--- src/rtl/b64e_pkg.sv ---
// b64e_pkg: types, constants and the alphabet function of the base64 stream encoder
// no dependencies; used by every other file of the block

package b64e_pkg;

	localparam int SEXTET_W = 6;
	localparam int CHAR_W   = 7;
	localparam int SLOTS    = 4;
	localparam int SLOT_W   = $clog2(SLOTS);
	localparam int QUEUE_DEPTH = 2;
	localparam int QPTR_W   = $clog2(QUEUE_DEPTH);
	localparam int QCNT_W   = $clog2(QUEUE_DEPTH + 1);

	localparam logic [CHAR_W-1:0] PAD_CHAR   = 7'd61;
	localparam logic [CHAR_W-1:0] CHAR_UPPER = 7'd65;
	localparam logic [CHAR_W-1:0] CHAR_LOWER = 7'd71;
	localparam logic [CHAR_W-1:0] CHAR_DIGIT = 7'd4;
	localparam logic [CHAR_W-1:0] CHAR_PLUS  = 7'd43;
	localparam logic [CHAR_W-1:0] CHAR_SLASH = 7'd47;

	typedef enum logic [2:0] {
		PH_FIRST  = 3'b001,
		PH_SECOND = 3'b010,
		PH_THIRD  = 3'b100
	} phase_t;

	// one accepted byte turned into up to four output characters
	typedef struct packed {
		logic [SLOTS-1:0][SEXTET_W-1:0] sextet;
		logic [SLOTS-1:0]               pad;
		logic [SLOT_W-1:0]              last_slot;
		logic                           fin;
	} job_t;

	function automatic logic [CHAR_W-1:0] sextet_to_ascii(input logic [SEXTET_W-1:0] v);
		logic [CHAR_W-1:0] w;
		begin
			w = {1'b0, v};
			if (v < 6'd26) begin
				sextet_to_ascii = w + CHAR_UPPER;
			end else if (v < 6'd52) begin
				sextet_to_ascii = w + CHAR_LOWER;
			end else if (v < 6'd62) begin
				sextet_to_ascii = w - CHAR_DIGIT;
			end else if (v == 6'd62) begin
				sextet_to_ascii = CHAR_PLUS;
			end else begin
				sextet_to_ascii = CHAR_SLASH;
			end
		end
	endfunction

endpackage

--- src/rtl/b64e_stream_if.sv ---
// b64e_byte_if and b64e_char_if: valid/ready channels of the base64 stream encoder
// depends on b64e_pkg for field widths

interface b64e_byte_if;
	logic       valid;
	logic       ready;
	logic [7:0] data_byte;
	logic       last_byte;

	modport source (output valid, output data_byte, output last_byte, input ready);
	modport sink   (input valid, input data_byte, input last_byte, output ready);
endinterface

interface b64e_char_if;
	logic                         valid;
	logic                         ready;
	logic [b64e_pkg::CHAR_W-1:0]  out_char;
	logic                         last_char;

	modport source (output valid, output out_char, output last_char, input ready);
	modport sink   (input valid, input out_char, input last_char, output ready);
endinterface

--- src/rtl/b64e_front.sv ---
// b64e_front: accepts raw bytes, tracks group phase and carry bits, builds one job per byte
// depends on b64e_pkg and b64e_byte_if

module b64e_front (
	input  logic                clk,
	input  logic                arst_n,
	b64e_byte_if.sink           byte_stream,
	output logic                push_valid,
	output b64e_pkg::job_t      push_job,
	input  logic                push_ready
);
	import b64e_pkg::*;

	phase_t         phase_q;
	phase_t         phase_d;
	logic [3:0]     carry_q;
	logic [3:0]     carry_d;
	job_t           job;
	logic           transfer;
	logic [7:0]     b;
	logic           fin;

	assign b          = byte_stream.data_byte;
	assign fin        = byte_stream.last_byte;
	assign byte_stream.ready = push_ready;
	assign push_valid = byte_stream.valid;
	assign push_job   = job;
	assign transfer   = byte_stream.valid && push_ready;

	always_comb begin
		job           = '0;
		job.fin       = fin;
		phase_d       = PH_FIRST;
		carry_d       = 4'd0;
		case (phase_q)
			PH_SECOND: begin
				job.sextet[0] = {carry_q[1:0], b[7:4]};
				if (fin) begin
					job.sextet[1] = {b[3:0], 2'b00};
					job.pad[2]    = 1'b1;
					job.last_slot = 2'd2;
				end else begin
					carry_d = b[3:0];
					phase_d = PH_THIRD;
				end
			end
			PH_THIRD: begin
				job.sextet[0] = {carry_q, b[7:6]};
				job.sextet[1] = b[5:0];
				job.last_slot = 2'd1;
			end
			default: begin
				job.sextet[0] = b[7:2];
				if (fin) begin
					job.sextet[1] = {b[1:0], 4'b0000};
					job.pad[2]    = 1'b1;
					job.pad[3]    = 1'b1;
					job.last_slot = 2'd3;
				end else begin
					carry_d = {2'b00, b[1:0]};
					phase_d = PH_SECOND;
				end
			end
		endcase
	end

	always_ff @(posedge clk or negedge arst_n) begin
		if (!arst_n) begin
			phase_q <= PH_FIRST;
			carry_q <= 4'd0;
		end else if (transfer) begin
			phase_q <= phase_d;
			carry_q <= carry_d;
		end
	end

endmodule

--- src/rtl/b64e_queue.sv ---
// b64e_queue: two-entry job queue between the front and the back
// depends on b64e_pkg

module b64e_queue (
	input  logic                clk,
	input  logic                arst_n,
	input  logic                push_valid,
	input  b64e_pkg::job_t      push_job,
	output logic                push_ready,
	output logic                pop_valid,
	output b64e_pkg::job_t      pop_job,
	input  logic                pop_ready
);
	import b64e_pkg::*;

	job_t               mem [QUEUE_DEPTH];
	logic [QPTR_W-1:0]  wr_ptr_q;
	logic [QPTR_W-1:0]  rd_ptr_q;
	logic [QCNT_W-1:0]  count_q;
	logic               do_push;
	logic               do_pop;

	assign push_ready = count_q != QCNT_W'(QUEUE_DEPTH);
	assign pop_valid  = count_q != '0;
	assign pop_job    = mem[rd_ptr_q];
	assign do_push    = push_valid && push_ready;
	assign do_pop     = pop_valid && pop_ready;

	always_ff @(posedge clk) begin
		if (do_push) begin
			mem[wr_ptr_q] <= push_job;
		end
	end

	always_ff @(posedge clk or negedge arst_n) begin
		if (!arst_n) begin
			wr_ptr_q <= '0;
			rd_ptr_q <= '0;
			count_q  <= '0;
		end else begin
			if (do_push) begin
				wr_ptr_q <= wr_ptr_q + 1'b1;
			end
			if (do_pop) begin
				rd_ptr_q <= rd_ptr_q + 1'b1;
			end
			case ({do_push, do_pop})
				2'b10:   count_q <= count_q + 1'b1;
				2'b01:   count_q <= count_q - 1'b1;
				default: count_q <= count_q;
			endcase
		end
	end

endmodule

--- src/rtl/b64e_back.sv ---
// b64e_back: walks the slots of each job and drives one character per cycle,
// while a job is waiting and char_stream is ready; depends on b64e_pkg and b64e_char_if

module b64e_back (
	input  logic                clk,
	input  logic                arst_n,
	input  logic                pop_valid,
	input  b64e_pkg::job_t      pop_job,
	output logic                pop_ready,
	b64e_char_if.source         char_stream
);
	import b64e_pkg::*;

	job_t               cur_q;
	logic               cur_valid_q;
	logic [SLOT_W-1:0]  slot_q;
	logic               out_valid_q;
	logic [CHAR_W-1:0]  char_q;
	logic               last_q;
	logic               advance;
	logic               job_done;
	logic [CHAR_W-1:0]  char_d;

	assign advance  = cur_valid_q && (!out_valid_q || char_stream.ready);
	assign job_done = slot_q == cur_q.last_slot;
	assign pop_ready = !cur_valid_q || (advance && job_done);
	assign char_d   = cur_q.pad[slot_q] ? PAD_CHAR : sextet_to_ascii(cur_q.sextet[slot_q]);

	assign char_stream.valid     = out_valid_q;
	assign char_stream.out_char  = char_q;
	assign char_stream.last_char = last_q;

	always_ff @(posedge clk) begin
		if (pop_ready && pop_valid) begin
			cur_q <= pop_job;
		end
		if (advance) begin
			char_q <= char_d;
			last_q <= cur_q.fin && job_done;
		end
	end

	always_ff @(posedge clk or negedge arst_n) begin
		if (!arst_n) begin
			cur_valid_q <= 1'b0;
			slot_q      <= '0;
			out_valid_q <= 1'b0;
		end else begin
			if (pop_ready) begin
				cur_valid_q <= pop_valid;
				slot_q      <= '0;
			end else if (advance) begin
				slot_q <= slot_q + 1'b1;
			end
			if (advance) begin
				out_valid_q <= 1'b1;
			end else if (char_stream.ready) begin
				out_valid_q <= 1'b0;
			end
		end
	end

endmodule

--- src/rtl/base64_stream_encoder.sv ---
// base64_stream_encoder: top level of the streaming base64 encoder
// depends on b64e_pkg, b64e_byte_if, b64e_char_if, b64e_front, b64e_queue, b64e_back
//
// byte_stream takes one raw byte per transfer with last_byte set on the final
// byte of a message; char_stream gives one ascii character per transfer, with
// last_char set on the final character (including '=' padding).
// a byte yields one character at the start or middle of a group, two at its end,
// and three or four when the message ends early in a group.
// the front classifies each byte in its transfer cycle and stores a job in a
// two-entry queue; the back sends one character per cycle, while char_stream
// is ready, from an output register. a byte's first character passes through
// the queue entry, the back's job register and the output register; the back
// sets the throughput of the encoder.
// when char_stream stalls, the output register holds, the back stops, and
// byte_stream.ready drops once the queue is full; the front keeps taking
// bytes while the queue has room.
// reset clears group phase, carry bits, queue and output valid; no clearing pass.

module base64_stream_encoder (
	input  logic        clk,
	input  logic        arst_n,
	b64e_byte_if.sink   byte_stream,
	b64e_char_if.source char_stream
);
	import b64e_pkg::*;

	logic   push_valid;
	logic   push_ready;
	job_t   push_job;
	logic   pop_valid;
	logic   pop_ready;
	job_t   pop_job;

	b64e_front u_front (
		.clk        (clk),
		.arst_n     (arst_n),
		.byte_stream(byte_stream),
		.push_valid (push_valid),
		.push_job   (push_job),
		.push_ready (push_ready)
	);

	b64e_queue u_queue (
		.clk        (clk),
		.arst_n     (arst_n),
		.push_valid (push_valid),
		.push_job   (push_job),
		.push_ready (push_ready),
		.pop_valid  (pop_valid),
		.pop_job    (pop_job),
		.pop_ready  (pop_ready)
	);

	b64e_back u_back (
		.clk        (clk),
		.arst_n     (arst_n),
		.pop_valid  (pop_valid),
		.pop_job    (pop_job),
		.pop_ready  (pop_ready),
		.char_stream(char_stream)
	);

endmodule
--- src/flat_wrapper.sv ---
// flat-port wrapper written by rule: the top's interface ports become plain ports
module base64_stream_encoder_flat import b64e_pkg::*;
  (clk, arst_n, byte_stream_valid, byte_stream_data_byte, byte_stream_last_byte, byte_stream_ready, char_stream_valid, char_stream_out_char, char_stream_last_char, char_stream_ready);
  b64e_byte_if byte_stream_i ();
  b64e_char_if char_stream_i ();
  input  logic clk;
  input  logic arst_n;
  input wire logic [$bits(byte_stream_i.valid)-1:0] byte_stream_valid;
  input wire logic [$bits(byte_stream_i.data_byte)-1:0] byte_stream_data_byte;
  input wire logic [$bits(byte_stream_i.last_byte)-1:0] byte_stream_last_byte;
  output wire logic [$bits(byte_stream_i.ready)-1:0] byte_stream_ready;
  output wire logic [$bits(char_stream_i.valid)-1:0] char_stream_valid;
  output wire logic [$bits(char_stream_i.out_char)-1:0] char_stream_out_char;
  output wire logic [$bits(char_stream_i.last_char)-1:0] char_stream_last_char;
  input wire logic [$bits(char_stream_i.ready)-1:0] char_stream_ready;
  assign byte_stream_i.valid = byte_stream_valid;
  assign byte_stream_i.data_byte = byte_stream_data_byte;
  assign byte_stream_i.last_byte = byte_stream_last_byte;
  assign byte_stream_ready = byte_stream_i.ready;
  assign char_stream_valid = char_stream_i.valid;
  assign char_stream_out_char = char_stream_i.out_char;
  assign char_stream_last_char = char_stream_i.last_char;
  assign char_stream_i.ready = char_stream_ready;
  base64_stream_encoder u_core (.clk(clk), .arst_n(arst_n), .byte_stream(byte_stream_i), .char_stream(char_stream_i));
endmodule
--- config.mk ---
export PLATFORM = sky130hd
export DESIGN_NAME = base64_stream_encoder_flat
export DESIGN_NICKNAME = d
export VERILOG_FILES = /design/src/rtl/b64e_pkg.sv /design/src/rtl/b64e_stream_if.sv /design/src/rtl/b64e_front.sv /design/src/rtl/b64e_queue.sv /design/src/rtl/b64e_back.sv /design/src/rtl/base64_stream_encoder.sv /design/src/flat_wrapper.sv
export SDC_FILE = /design/constraint.sdc
export NUM_CORES = 1
export LEC_CHECK = 0
export CAP_MARGIN = 10
export CORE_MARGIN = 4
export CORE_UTILIZATION = 55
export CTS_BUF_LIST = sky130_fd_sc_hd__clkbuf_8
export CTS_CLUSTER_SIZE = 28
export DETAILED_ROUTE_END_ITERATION = 10
export DONT_BUFFER_PORTS = 1
export HOLD_SLACK_MARGIN = 0.05
export PLACE_DENSITY = 0.7
export SYNTH_ARGS = -nofsm -noshare
export SYNTH_HDL_FRONTEND = slang
export SYNTH_SLANG_ARGS = --single-unit
--- constraint.sdc ---
create_clock -name clk -period 4.6 [get_ports clk]
set_clock_uncertainty 0.1 [all_clocks]
set_input_delay 0.23 -clock clk [delete_from_list [all_inputs] [get_ports clk]]
set_output_delay 0.23 -clock clk [all_outputs]
set_load 0.05 [all_outputs]
==> impl_metrics.ini <==
[run_status]
outcome = complete, no violations

[power]
p_int_mw = 1.76
p_sw_share_pct = 38.1
p_switching_mw = 1.08
p_per_area_nw_per_um2 = 749
vdd_ir_drop_max_mv = 0.433
combPwrFrac_pct = 33.9
leakage_nw = 1.40
seqPwrFrac_pct = 48.7
clock_power_share_pct = 17.4

[placement]
gp_congestion = 0.881
io_buffers = 0
placedCellCount = 323
post-dp-hpwl_um = 3760

[setup_path]
critPathKind = register to register
critPathArrivalTime_ps = 2930
max_stage_delay_ps = 850
required_ps = 4580
crit_slowest_cell = dfrtp_1
startpoint_type = register
crit_path_end_kind = register
crit_buf_inv = 1
path_cells = mux2i_1 > nor2_1 > inv_1 > ha_1 > a211oi_4 > nor3_1 > or4_1
crit_family = simple AND/OR/NAND/NOR gates
crit_path_max_fanout = 20

[clocking]
cts_tree = built
clkLatencyLatePin_ps = 340
cts-resized-gates = 0
ctsRootBufferMaster = clkbuf_8
htreeDepth = 3
numClockSinks = 74
cts_setup_buffers = 0
path_clk_slew_ps = 80
postCtsHoldBufs = 14
cts_buffers = 9
clockBufferDepth = 2

[routing]
drc = 0
vias = 2032
vias_per_cell = 5.74
wirelength_um = 5730
drt_first_iter_violations = 124
drt_pass1_iterations = 4
ant_nets = 0
avgRoutedWirePerCell_um = 16.2

[synthesis]
ys.flop_type = edfxtp_1
synthTopCellsByArea = edfxtp_1 52%, dfrtp_1 10%, mux2_2 6.0%
ys_seq_elements = 74
yosysMostFrequentCell = edfxtp_1
yosys_warnings = 0
async_flop_share_pct = 20.3
synth_edf_count = 59
syn_area_um2 = 3390
yosysUniqueCellTypes = 48
synth_largest_area_cell = edfxtp_1
syn_nets = 272
synth_top_cell_area_share_pct = 52.3
ys_seq_area_share_pct = 63.4
synth_common_cells = 59 x edfxtp_1, 29 x nand2_1, 21 x nor2_1
synth.avg_cell_area_um2 = 13.3
syn_inst = 255

[floorplanning]
core-area_um2 = 5960
die_area_um2 = 7480
ioPinCount = 23
die_h_um = 86.5
start_util_pct = 56.9
rows = 28
die_w_um = 86.5

[timing]
finalCritPeriodShare_pct = 64.1
rsz0062_at_grt = false
maxSlewHeadroom_pct = 46.2
drv_slew = 0
setup_viol = 0
tightest_slew_ps = 808
tns_ps = 0
finalCriticalPeriod_ps = 2950
fmax_ghz = 0.339
finalHoldViolCount = 0

[cells_and_area]
final_cells = 354
syn_to_final_growth_pct = 11.9
drive_gt1_share_pct = 16.5
diodes = 0
nNetsFinal = 291

[global_routing]
antenna_found_initial = 0
grt_max_degree = 21
grt_pass1_wl_um = 9820
grt_pass1_vias = 2074
grt_remaining_overflow = 0
gr-usage-all-layers_pct = 17.3

[worst_hold_path]
hold_class = input port to register

[flow_run]
drv_cap = 0
[worst register-to-register path: cells and delay by family (launching register included)]
family | cells | cell delay, ps
AOI/OAI and AO/OA | 1 | 290
adders and majority gates | 1 | 260
buffers and inverters | 1 | 110
DFF | 1 | 850
muxes | 1 | 230
and+or+nand+nor | 3 | 860
[final cells by class]
class / instances / area [um^2]
sequential: 74 / 2150
clock inverter: 6 / 58.8
inverter: 4 / 15.0
fill: 451 / 2160
multi-input combinational: 167 / 1170
tap: 75 / 93.8
timing repair buffer: 18 / 173
clock buffer: 10 / 138
[power by group through the flow]
stage               logic [mW]  clock network [mW]  registers (mW)
finish                   0.963               0.496            1.38
global route              1.08               0.536            1.42
CTS                      0.958               0.504            1.39
detailed placement       0.928                   0            1.40
global placement         0.911                   0            1.40
floorplan                0.855                   0            1.29
[per-layer routing]
metal | global-route usage [%] | up-vias | part of all wire (%)
li1 | - | 980 | -
met1 | 22.0 | 963 | 46
met2 | 26.7 | 68 | 46
met3 | 4.47 | 21 | 4.3
met4 | 10.3 | 0 | 3.4
met5 | 0 | - | 0
[per-stage QoR]
stage	cell area [um^2]	setup WS [ps]	hold slack [ps]	util, %	total power, mW
after CTS	3780	1660	50.5	63.6	2.85
after floorplan	3390	1750	-166	-	2.15
final	3790	1650	73.4	63.7	2.84
after global placement	3450	1790	-165	57.9	2.31
after detailed placement	3450	1690	-165	57.9	2.33
after global routing	3790	1470	68.9	63.7	3.04
[cell families after synthesis]
kind of cell,Yosys count,share of synthesized area [%]
AO/OA/AOI/OAI,45,10.0
XOR/XNOR,12,3.10
adder cells (fa/ha/maj),4,1.48
buffers and inverters,14,2.18
flip-flops,74,63.4
multiplexers,25,8.15
AND/OR/NAND/NOR,81,11.7
[worst paths after layout]
path                                            from                                    end  slack [ps]  cells past startpoint
setup / recovery             u_core.u_back.slot_q[0]  u_core.u_back.char_stream.out_char[4]        1650                      7
min in group asynchronous                     arst_n                u_core.u_queue.wr_ptr_q         270                      1
setup reg to reg             u_core.u_back.slot_q[0]  u_core.u_back.char_stream.out_char[4]        1650                      7
max in group asynchronous                     arst_n                u_core.u_back.slot_q[0]        3700                      1
hold reg to reg            u_core.u_front.carry_q[3]              u_core.u_front.carry_q[3]         390                      2
hold / removal              byte_stream_data_byte[5]               u_core.u_queue.mem[0][6]          70                      2
[cell usage in the layout, fill, tap and decap left out, drive strengths merged, types with 5 or more instances in the layout]
| master | instances |
|---|---|
| nand3 | 5 |
| mux2 | 18 |
| o21ai | 7 |
| nor2 | 22 |
| a22oi | 7 |
| nand2b | 5 |
| and2 | 5 |
| xnor2 | 9 |
| clkbuf | 10 |
| dfrtp | 14 |
| mux2i | 7 |
| nand2 | 29 |
| inv | 5 |
| a211oi | 6 |
| a21oi | 10 |
| dlygate4sd3 | 15 |
| edfxtp | 59 |
[sequential cells by signal, indices dropped and copies added (netlist names)]
register and count:
u_core.u_queue.mem 34, u_core.u_back.cur_q 17, u_core.u_back.char_stream.out_char 7, u_core.u_front.carry_q 4, u_core.u_front.phase_q 3, u_core.u_back.slot_q 2
u_core.u_queue.count_q 2, u_core.u_back.char_stream.last_char 1, u_core.u_back.char_stream.valid 1, u_core.u_back.cur_valid_q 1, u_core.u_queue.rd_ptr_q 1, u_core.u_queue.wr_ptr_q 1
Note: power is estimated with default switching activity, not from simulation.
